[src/sv/cbc_pkg.sv]
// Package for the cell balance controller.
// Holds the field widths, register codes, sequencer states and the structs
// that pass between the top level, the minimum finder and the cell lanes.
package cbc_pkg;

  localparam int IN_CELLS = 6;
  localparam int CELL_W   = 16;
  localparam int NOW_W    = 32;
  localparam int DUTY_W   = 7;
  localparam int CMP_W    = 17;
  localparam int TGT_W    = CELL_W + 1;
  localparam int EXC_W    = CELL_W + 2;
  localparam int CP_W     = DUTY_W + CMP_W;
  localparam int CFG_W    = 16;
  localparam int IDX_W    = 3;

  localparam logic [DUTY_W-1:0] DUTY_DEFAULT = 7'd60;
  localparam logic [DUTY_W-1:0] DUTY_CEIL    = 7'd100;

  // ceil(2^30 / 100); exact quotient for every dividend below 2^23.
  localparam logic [CP_W-1:0] RECIP_100 = 24'd10737419;
  localparam int              RECIP_SH  = 30;

  typedef enum logic [IDX_W-1:0] {
    REG_KP      = 3'd0,
    REG_EN_TH   = 3'd1,
    REG_DIS_TH  = 3'd2,
    REG_MIN_ON  = 3'd3,
    REG_DUTYMAX = 3'd4,
    REG_DEADBND = 3'd5,
    REG_ACTIVE  = 3'd6,
    REG_RELOAD  = 3'd7
  } cbc_reg_e;

  typedef enum logic [2:0] {
    ST_IDLE,
    ST_MIN,
    ST_EXC,
    ST_MUL,
    ST_UPD,
    ST_CP,
    ST_CMP,
    ST_OUT
  } cbc_state_e;

  typedef struct packed {
    logic [CFG_W-1:0]  kp_q8;
    logic [CFG_W-1:0]  enable_thresh_mv;
    logic [CFG_W-1:0]  disable_thresh_mv;
    logic [CFG_W-1:0]  min_on_time;
    logic [DUTY_W-1:0] duty_cap;
    logic [CFG_W-1:0]  timer_reload;
  } cbc_cfg_t;

  typedef struct packed {
    logic clr;
    logic ld_exc;
    logic ld_mul;
    logic upd;
    logic ld_cp;
    logic ld_cmp;
  } cbc_lane_ctrl_t;

endpackage

[src/sv/cbc_min.sv]
// Lowest-voltage finder over the active cells, plus the deadband offset.
// Depends on cbc_pkg.
module cbc_min import cbc_pkg::*; #(
  parameter int LANES = 6
) (
  input  logic                         clk_i,
  input  logic                         ld_i,
  input  logic [LANES-1:0][CELL_W-1:0] cells_i,
  input  logic [LANES-1:0]             act_i,
  input  logic [CFG_W-1:0]             deadband_i,
  output logic [TGT_W-1:0]             target_o
);

  logic [CELL_W-1:0] low;
  logic [TGT_W-1:0]  target_d, target_q;

  // Cell 0 seeds the search without a check of its act_i bit, so it counts even when inactive.
  always_comb begin
    low = cells_i[0];
    for (int i = 1; i < LANES; i++) begin
      if (act_i[i] && (cells_i[i] < low)) begin
        low = cells_i[i];
      end
    end
    target_d = {1'b0, low} + {1'b0, deadband_i};
  end

  always_ff @(posedge clk_i) begin
    if (ld_i) begin
      target_q <= target_d;
    end
  end

  assign target_o = target_q;

endmodule

[config.mk]
export PLATFORM = sky130hd
export DESIGN_NAME = cbc_min
export DESIGN_NICKNAME = d
export VERILOG_FILES = /design/src/sv/cbc_pkg.sv /design/src/sv/cbc_min.sv
export SDC_FILE = /design/constraint.sdc
export NUM_CORES = 1
export LEC_CHECK = 0
export BUFFER_PORTS_ARGS = -buffer_cell sky130_fd_sc_hd__buf_2
export CELL_PAD_IN_SITES_DETAIL_PLACEMENT = 1
export CELL_PAD_IN_SITES_GLOBAL_PLACEMENT = 2
export CORE_ASPECT_RATIO = 2
export CORE_MARGIN = 2
export CORE_UTILIZATION = 32
export CTS_BUF_LIST = sky130_fd_sc_hd__clkbuf_8
export DETAILED_ROUTE_END_ITERATION = 6
export HOLD_SLACK_MARGIN = 0.03
export PLACE_DENSITY = 0.91
export RECOVER_POWER = 50
export SLEW_MARGIN = 10
export SYNTH_ARGS = -nofsm -noshare
export SYNTH_HDL_FRONTEND = slang
export SYNTH_SLANG_ARGS = --single-unit
[constraint.sdc]
create_clock -name clk_i -period 24.2 [get_ports clk_i]
set_input_delay 3.63 -clock clk_i [delete_from_list [all_inputs] [get_ports clk_i]]
set_output_delay 3.63 -clock clk_i [all_outputs]
set_load 0.03 [all_outputs]
==> impl_metrics.toml <==
[clock_network]
clock_sinks = 17
cts_hold_buffers = 0
cts_made_buffers = 3
cts_tree = "yes"
post_cts_buffers = 0
cts.path.max_buffers = 2
root_buffer = "clkbuf_8"
htreeDepth = 1
clk_pin_slew_ns = 0.07
cts_resized = 0

[setup_path]
startpoint_type = "input port"
critical_path_buf_inv_count = 4
crit_family = "compound AO/OA/AOI/OAI gates"
crit_arrival_ns = 19.86
path_class = "input port to flip-flop"
startpoint = "cells_i[11]"
cp.required_ns = 24.22
worst_setup_path_end_kind = "flip-flop"
crit_path_max_incr_delay_ns = 0.90
worst-path-max-fanout = 30
critical-path-slowest-cell = "o31ai_4"
critPathMostFrequentCell = "a21oi_1"

[logic_synthesis]
synth_edf_count = 17
syn_area_per_cell_um2 = 8.29
synthArstFlopShare = 0
syn_area_um2 = 4120
synthMuxAreaShare = 0.159
synth_cells = 497
synthXorXnorAreaFrac = 0.0255
synth_nets = 706
ys.flop_type = "edfxtp_1"
yosys.area_share.simple = 0.145
ys_seq_elements = 17
synth_compound_area_frac = 0.189
synth-adder-area-share = 0.279
synth_top_family_by_area = "adder cells"
synth_cell_types = 62
ys_seq_area_frac = 0.124
ys_warn_count = 0

[sta]
final.setup.tns_ns = 0
setup_viol = 0
fin_hold_ws_ns = 3.67
rsz0062_at_grt = "false"
slew_viol_final = 0
fmaxAchievable_mhz = 50.4
hold_viol = 0
worst_slew_pin_slew_ns = 1.12
layout_min_cycle_time_ns = 19.84
slew_headroom = 0.253
post-route-period-util = 0.820

[global_route]
busiest_layer = "met2"
grt_pass1_wl_um = 21500
overflow = 0
antenna_found_initial = 0
grt_max_degree = 31
grt_pass1_vias = 4719
grtUsageMet1 = 0.175
grt_usage = 0.193
grt_util_met2 = 0.408
grt_util_met3 = 0.0225

[final_layout]
multi_input_area_um2 = 3290
n_antenna_cell = 0
syn_to_final_growth_pct = 20.8
mostFrequentLayoutCells = "buf_2, ha_1, inv_1"
nets = 839
drive_above_1_share = 0.253
nFillCells = 1577
final_util = 0.397
final_common_cell = "buf_2"
largest_reg_flops = 17
seq_area_um2 = 510

[job]
maxCapViolCount = 0

[detailed_routing]
wire_per_inst_um = 16.8
dr.pass1.iters = 4
initialDrtViolationCount = 74
vias_per_cell = 5.35
drc = 0
postRouteAntennaNets = 0
routed_wl_um = 13100
vias = 4165

[min_path]
min-delay-start = "deadband_i[0]"
hold_path_class = "input port to flip-flop"

[placement]
portBuffers = 135
place_congestion = 0.842
dp_hpwl_um = 12100

[power]
total_power_uw = 295
max-vdd-ir-drop_mv = 0.0580
p_leak_uw = 0.00267
p_per_area_nw_per_um2 = 59.2

[die]
core_area_um2 = 12600
rows = 58
die_w_um = 84.3
initial_core_util = 0.328
ios = 137
dieArea_um2 = 13900
die_y_um = 164

[status]
outcome = "completed"
-- cell usage after synthesis (all sizes together) (5+ instances only) --
cell	instances	share of area
nor2	35	0.032
nand2b	6	0.0091
edfxtp	17	0.12
buf	6	0.0094
o21ai	23	0.028
a211oi	7	0.014
a21o	15	0.027
a21oi	38	0.046
inv	74	0.067
ha	88	0.27
nand3	5	0.0061
nor3	5	0.0061
mux2	17	0.046
nand2	24	0.022
xnor2	11	0.023
nand4	13	0.020
mux2i	46	0.11
nor4	5	0.0076
nor2b	7	0.011
-- final cells by class --
class,instances,share of cell area
clock buffer,3,0.00829
clock inverter,1,0.000754
inverter,74,0.0558
timing repair buffer,136,0.135
tap,150,0.0377
sequential,17,0.103
multi-input combinational,398,0.660
-- routing by layer --
layer | share of wire | vias up | routed length (um)
li1 | - | 2071 | -
met1 | 0.33 | 1974 | 4290
met2 | 0.60 | 97 | 7840
met3 | 0.042 | 23 | 544
met4 | 0.033 | 0 | 429
met5 | 0 | - | 0
-- kinds of logic (layout without fill, tap and decap cells) --
family	Yosys count	count (layout)
adders and majority gates	92	92
DFF	17	17
and+or+nand+nor	117	117
muxes	63	63
AOI/OAI and AO/OA	114	114
xor gates and xnor gates	12	12
buffers and inverters	82	214
-- metrics by stage --
step	cells	cell area, um2	setup slack [ns]
2_1_floorplan	497	4120	7.83
3_3_place_gp	775	4950	4.17
3_5_place_dp	775	4950	3.86
4_1_cts	779	4990	4.09
5_1_grt	779	4980	2.88
6_report	779	4980	4.36
-- report_power, final --
group / switching (uW) / internal [uW]
Clock: 11.3 / 11.4
Sequential: 3.34 / 50.8
Combinational: 129 / 89.5
-- worst paths after layout --
| kind | end | slack (ns) | cells past startpoint |
|---|---|---|---|
| worst min-delay path | target_o[0]$_DFFE_PP_ | 3.67 | 2 |
| worst max-delay path | target_o[15]$_DFFE_PP_ | 4.36 | 62 |
No activity file was read; power rests on OpenSTA's default activity.
