File: src/sv/cbc_pkg.sv
// Package for the cell balance controller.
// Holds the field widths, register codes, sequencer states and the structs
// that pass between the top level, the minimum finder and the cell lanes.
package cbc_pkg;

  localparam int IN_CELLS = 6;
  localparam int CELL_W   = 16;
  localparam int NOW_W    = 32;
  localparam int DUTY_W   = 7;
  localparam int CMP_W    = 17;
  localparam int TGT_W    = CELL_W + 1;
  localparam int EXC_W    = CELL_W + 2;
  localparam int CP_W     = DUTY_W + CMP_W;
  localparam int CFG_W    = 16;
  localparam int IDX_W    = 3;

  localparam logic [DUTY_W-1:0] DUTY_DEFAULT = 7'd60;
  localparam logic [DUTY_W-1:0] DUTY_CEIL    = 7'd100;

  // ceil(2^30 / 100); exact quotient for every dividend below 2^23.
  localparam logic [CP_W-1:0] RECIP_100 = 24'd10737419;
  localparam int              RECIP_SH  = 30;

  typedef enum logic [IDX_W-1:0] {
    REG_KP      = 3'd0,
    REG_EN_TH   = 3'd1,
    REG_DIS_TH  = 3'd2,
    REG_MIN_ON  = 3'd3,
    REG_DUTYMAX = 3'd4,
    REG_DEADBND = 3'd5,
    REG_ACTIVE  = 3'd6,
    REG_RELOAD  = 3'd7
  } cbc_reg_e;

  typedef enum logic [2:0] {
    ST_IDLE,
    ST_MIN,
    ST_EXC,
    ST_MUL,
    ST_UPD,
    ST_CP,
    ST_CMP,
    ST_OUT
  } cbc_state_e;

  typedef struct packed {
    logic [CFG_W-1:0]  kp_q8;
    logic [CFG_W-1:0]  enable_thresh_mv;
    logic [CFG_W-1:0]  disable_thresh_mv;
    logic [CFG_W-1:0]  min_on_time;
    logic [DUTY_W-1:0] duty_cap;
    logic [CFG_W-1:0]  timer_reload;
  } cbc_cfg_t;

  typedef struct packed {
    logic clr;
    logic ld_exc;
    logic ld_mul;
    logic upd;
    logic ld_cp;
    logic ld_cmp;
  } cbc_lane_ctrl_t;

endpackage

File: src/sv/cbc_lane.sv
// One balancing lane: hysteresis state, duty and PWM compare for one cell.
// Depends on cbc_pkg; sequenced by cbc_lane_ctrl_t from the top level.
module cbc_lane import cbc_pkg::*; (
  input  logic                clk_i,
  input  logic                rst_ni,
  input  cbc_lane_ctrl_t      ctrl_i,
  input  cbc_cfg_t            cfg_i,
  input  logic                act_i,
  input  logic [CELL_W-1:0]   cell_mv_i,
  input  logic [TGT_W-1:0]    target_i,
  input  logic [NOW_W-1:0]    now_i,
  output logic [DUTY_W-1:0]   duty_o,
  output logic [CMP_W-1:0]    cmp_o
);

  logic                     bleed_q, bleed_d;
  logic [NOW_W-1:0]         on_since_q, on_since_d;
  logic [DUTY_W-1:0]        last_q, last_d;

  logic signed [EXC_W-1:0]  excess_q;
  logic [NOW_W-1:0]         elapsed_q;
  logic [2*CFG_W-1:0]       prod_q;
  logic                     pos_q, en_hit_q, off_hit_q;
  logic [CP_W-1:0]          cp_q;
  logic [CMP_W-1:0]         cmp_q;

  logic [DUTY_W-1:0]        duty;
  logic [2*CP_W-1:0]        quot_full;

  // Excess is signed: a cell below the target gives a negative value.
  always_ff @(posedge clk_i) begin
    if (ctrl_i.ld_exc) begin
      excess_q  <= $signed({2'b00, cell_mv_i}) - $signed({1'b0, target_i});
      elapsed_q <= now_i - on_since_q;
    end
    if (ctrl_i.ld_mul) begin
      pos_q     <= (excess_q > 0);
      en_hit_q  <= (excess_q >= $signed({2'b00, cfg_i.enable_thresh_mv}));
      off_hit_q <= (excess_q <= $signed({2'b00, cfg_i.disable_thresh_mv})) &&
                   (elapsed_q >= {{(NOW_W-CFG_W){1'b0}}, cfg_i.min_on_time});
      prod_q    <= cfg_i.kp_q8 * excess_q[CELL_W-1:0];
    end
    if (ctrl_i.ld_cp) begin
      cp_q <= {{(CP_W-DUTY_W){1'b0}}, last_q} *
              ({{(CP_W-CFG_W){1'b0}}, cfg_i.timer_reload} + CP_W'(1));
    end
    if (ctrl_i.ld_cmp) begin
      cmp_q <= quot_full[RECIP_SH +: CMP_W];
    end
  end

  assign quot_full = cp_q * RECIP_100;

  always_comb begin
    if (!pos_q) begin
      duty = '0;
    end else if (cfg_i.kp_q8 == '0) begin
      duty = cfg_i.duty_cap;
    end else if (prod_q[2*CFG_W-1:8] > {{(2*CFG_W-8-DUTY_W){1'b0}}, cfg_i.duty_cap}) begin
      duty = cfg_i.duty_cap;
    end else if (prod_q[8 +: DUTY_W] == '0) begin
      duty = DUTY_W'(1);
    end else begin
      duty = prod_q[8 +: DUTY_W];
    end
  end

  always_comb begin
    bleed_d    = bleed_q;
    on_since_d = on_since_q;
    last_d     = last_q;
    if (ctrl_i.clr) begin
      bleed_d    = 1'b0;
      on_since_d = '0;
      last_d     = '0;
    end else if (ctrl_i.upd && act_i) begin
      if (bleed_q && off_hit_q) begin
        bleed_d = 1'b0;
        last_d  = '0;
      end else if (bleed_q || en_hit_q) begin
        if (!bleed_q) begin
          on_since_d = now_i;
        end
        bleed_d = (duty != '0);
        last_d  = duty;
      end
    end
  end

  always_ff @(posedge clk_i or negedge rst_ni) begin
    if (!rst_ni) begin
      bleed_q    <= 1'b0;
      on_since_q <= '0;
      last_q     <= '0;
    end else begin
      bleed_q    <= bleed_d;
      on_since_q <= on_since_d;
      last_q     <= last_d;
    end
  end

  assign duty_o = last_q;
  assign cmp_o  = cmp_q;

endmodule

File: config.mk
export PLATFORM = sky130hd
export DESIGN_NAME = cbc_lane
export DESIGN_NICKNAME = d
export VERILOG_FILES = /design/src/sv/cbc_pkg.sv /design/src/sv/cbc_lane.sv
export SDC_FILE = /design/constraint.sdc
export NUM_CORES = 2
export LEC_CHECK = 0
export BUFFER_PORTS_ARGS = -buffer_cell sky130_fd_sc_hd__buf_2
export CAP_MARGIN = 20
export CORE_MARGIN = 8
export CORE_UTILIZATION = 59
export CTS_BUF_LIST = sky130_fd_sc_hd__clkbuf_8
export DETAILED_ROUTE_END_ITERATION = 10
export PLACE_DENSITY = 0.87
export SKIP_CTS_REPAIR_TIMING = 1
export SYNTH_ARGS = -nofsm -noshare
export SYNTH_HDL_FRONTEND = slang
export SYNTH_SLANG_ARGS = --single-unit
export TNS_END_PERCENT = 5
File: constraint.sdc
create_clock -name clk_i -period 5.8 [get_ports clk_i]
set_input_delay 0.58 -clock clk_i [delete_from_list [all_inputs] [get_ports clk_i]]
set_output_delay 0.58 -clock clk_i [all_outputs]
set_load 0.03 [all_outputs]
==> run metrics <==
cell family with most CP delay adder cells; htree depth 4; CTS tree yes; total gr overflow 0; CP bufs+invs 5; pre-CTS setup slack -714 ps; Worst Skew 20.0 ps; synthesized flop and latch total 158; Avg WL per Cell 19.2 um; Tmin final roughly 6500 ps; Placed Area 0.0357 mm^2; CP max FO 3; vias in the first global route ~28000; Netlist cell types 75; FP Rows 84; register area share after synthesis 0.145; ordered cell list for the critical path buf_4 > ha_4 > inv_1 > fa_1 > fa_1 > inv_1 > fa_1 > fa_2 > fa_1 > inv_1 > fa_1 > inv_1 > ha_1 > and3_4 > nand4_1 > or3_4 > a311o_1 > nand3_4 > nand3_4 > a21oi_2 > a2111o_1 > a21oi_2 > xnor2_1; largest net degree at the start of global routing 65; die area 0.0608 mm^2; Core Region ~0.053 mm^2; # IOs approximately 190; number of buffers created by CTS 17; setup ws final -742 ps; Critical Path End Type flip-flop; clock slew at reported path FFs between 100 and 150 ps; initial antenna violation count 9; 1st-pass router iterations 8; Root Buffer clkbuf_8; type of origin of the critical path flip-flop; Layout area overhead 16.3%; first-pass GRT wire length 134 mm; 1st-iter DRT viols around 1700; failing checks negative setup slack; Die H 247 um; vias between 20000 and 30000; final wirelength ~86 mm; clock buffer depth 2; PortBufs approximately 180; syn_area_per_cell 9.60 um^2; Rel. slew slack 0.334; Routability Congestion just under 1; Final nets 4947; post-route design area 0.0365 mm^2; Post-synth ARST share 0.253; worst path arrival time 6830 ps; Crit path required time 6090 ps; post-DP HPWL 71.4 mm; share of layout cells above drive strength 1 0.173; clock sink total 158; Via-to-Cell Ratio 5.62; DRC Markers 0; die width between 200 and 250 um; top_reg_cell synth edfxtp_1; fmax about 150 MHz; run status finished with violations; Hold Vio Cnt, Final 0; HP Class input port to async pin; Post-Synthesis Cells roughly 3300; GRT Total Usage 0.276; Most common cell on crit path fa_1; YS warnings 0; unrepaired setup endpoints after global routing yes; Setup-failing EPs final 31; Worst Setup Path Type flip-flop to flip-flop; Synth Cell Area 0.0314 mm^2; Worst Tran Pin Value 999 ps; Initial Utilization 0.597; Slew Viols, Final 0; final worst path period share 1.13; Slowest-stage cell, CP fa_1; slowest stage delay, CP a little under 600 ps; worst skew pair latency 530 ps; EDFF count, synth between 100 and 150; total of max-cap violations 0; Routed Antenna Nets 0; syn_nets 4443
[state kept, by name, indices dropped and copies added, names as in the netlist]
name        flops
cp_q           24
pos_q           1
bleed_q         1
on_since_q     32
duty_o          7
prod_q         24
elapsed_q      32
excess_q       18
off_hit_q       1
en_hit_q        1
cmp_o          17
[worst register-to-register path, stage by stage (launching register included)]
cell and delay (ps):
edfxtp_1 450, buf_4 190, ha_4 270, inv_1 80
fa_1 520, fa_1 580, inv_1 90, fa_1 550
fa_2 460, fa_1 510, inv_1 50, fa_1 480
inv_1 40, ha_1 290, and3_4 200, nand4_1 100
or3_4 340, a311o_1 370, nand3_4 130, nand3_4 90
a21oi_2 160, a2111o_1 180, a21oi_2 70, xnor2_1 120
[layer usage]
metal,up-vias,GRT usage,wire length [um]
met5,-,0,40
met4,6,0.149,5590
met3,416,0.0525,5810
met2,1166,0.502,44200
met1,12300,0.302,30200
li1,11300,-,-
[synth_stat cells, drive strengths merged, types with 6 or more instances]
cell       n  area share
a211oi    14      0.0037
edfxtp   118        0.11
o21bai     9      0.0022
xnor2     86       0.024
fa       493        0.31
or2        6      0.0012
clkbuf    54      0.0065
nand2b    57       0.011
dfrtp     40       0.032
nor3      17      0.0027
nor2      91       0.011
ha       520        0.21
a211o      9      0.0026
nand4     21      0.0044
nand3     23      0.0040
o21a      22      0.0053
a21oi     91       0.015
nor4      20      0.0040
o31ai      6      0.0019
a2111oi    6      0.0021
nand2    279       0.033
a21o      46       0.011
xor2      29      0.0081
a31oi     10      0.0022
or3       10      0.0022
and3      15      0.0030
and2     144       0.029
nor2b     69       0.014
o21ai     96       0.015
mux2i      8      0.0026
inv      802       0.096
[cell type report]
cell class | count | area [um^2]
Sequential cell | 158 | 4540
Fill cell | 3489 | 16000
Tap cell | 688 | 861
Clock buffer | 17 | 234
Clock inverter | 15 | 170
Inverter | 802 | 3010
Antenna cell | 7 | 17.5
Timing Repair Buffer | 542 | 3690
Multi-Input combinational cell | 2252 | 24000
[logic make-up (layout without fill, tap and decap cells)]
group / Yosys count / after routing / share of synthesized area
AND/OR/NAND/NOR: 765 / 765 / 0.123
buffers and inverters: 859 / 1376 / 0.103
XOR/XNOR: 115 / 115 / 0.0321
AO/OA/AOI/OAI: 350 / 350 / 0.0728
multiplexers: 9 / 9 / 0.00291
flip-flops: 158 / 158 / 0.145
other: 0 / 7 / 0
adder cells (fa/ha/maj): 1013 / 1013 / 0.522
[per-stage QoR]
| step | hold WS, ps | TNS [ps] | utilization | instances |
|---|---|---|---|---|
| 6_report | 217 | -12460 | 0.695 | 4481 |
| 3_5_place_dp | 470 | -15100 | 0.679 | 4426 |
| 5_1_grt | 258 | -17940 | 0.695 | 4476 |
| 3_3_place_gp | 461 | -9050 | 0.679 | 4426 |
| 2_1_floorplan | 284 | -3500 | - | 3269 |
| 4_1_cts | 213 | -12660 | 0.686 | 4458 |
[final timing paths]
path,startpoint,endpoint,slack [ps],cells after the start
setup reg to reg,cp_q[14]$_DFFE_PP_,cmp_o[16]$_DFFE_PP_,-740,23
hold reg to reg,on_since_q[19]$_DFFE_PN0P_,on_since_q[19]$_DFFE_PN0P_,490,2
min in group clk_i,now_i[22],on_since_q[22]$_DFFE_PN0P_,320,3
hold / removal,rst_ni,on_since_q[10]$_DFFE_PN0P_,220,1
max in group asynchronous,rst_ni,duty_o[5]$_DFFE_PN0P_,4950,1
setup / recovery,cp_q[14]$_DFFE_PP_,cmp_o[16]$_DFFE_PP_,-740,23
[cells in the final DEF, fill, tap and decap left out, types with 6 or more instances in the layout]
master    count
a211o_1       7
a211oi_1     11
a21o_1       45
a21oi_1      85
a21oi_2       6
a31oi_1       9
and2_1      143
and3_1       13
buf_2       184
buf_4       346
buf_6         9
clkbuf_8     17
dfrtp_1      40
diode_2       7
edfxtp_1    118
fa_1        486
fa_2          7
ha_1        499
ha_4         17
inv_1       797
inv_2         6
inv_6         6
mux2i_1       8
nand2_1     278
nand2b_1     56
nand3_1      21
nand4_1      20
nor2_1       87
nor2b_1      69
nor3_1       17
nor4_1       20
o21a_1       22
o21ai_0      89
o21ai_1       7
o21bai_1      8
or2_2         6
or3_1         6
xnor2_1      86
xor2_1       28
Power is left out: the tool's default activity adds up to more than one toggle a clock period on the data nets, which glitch-free logic cannot reach.
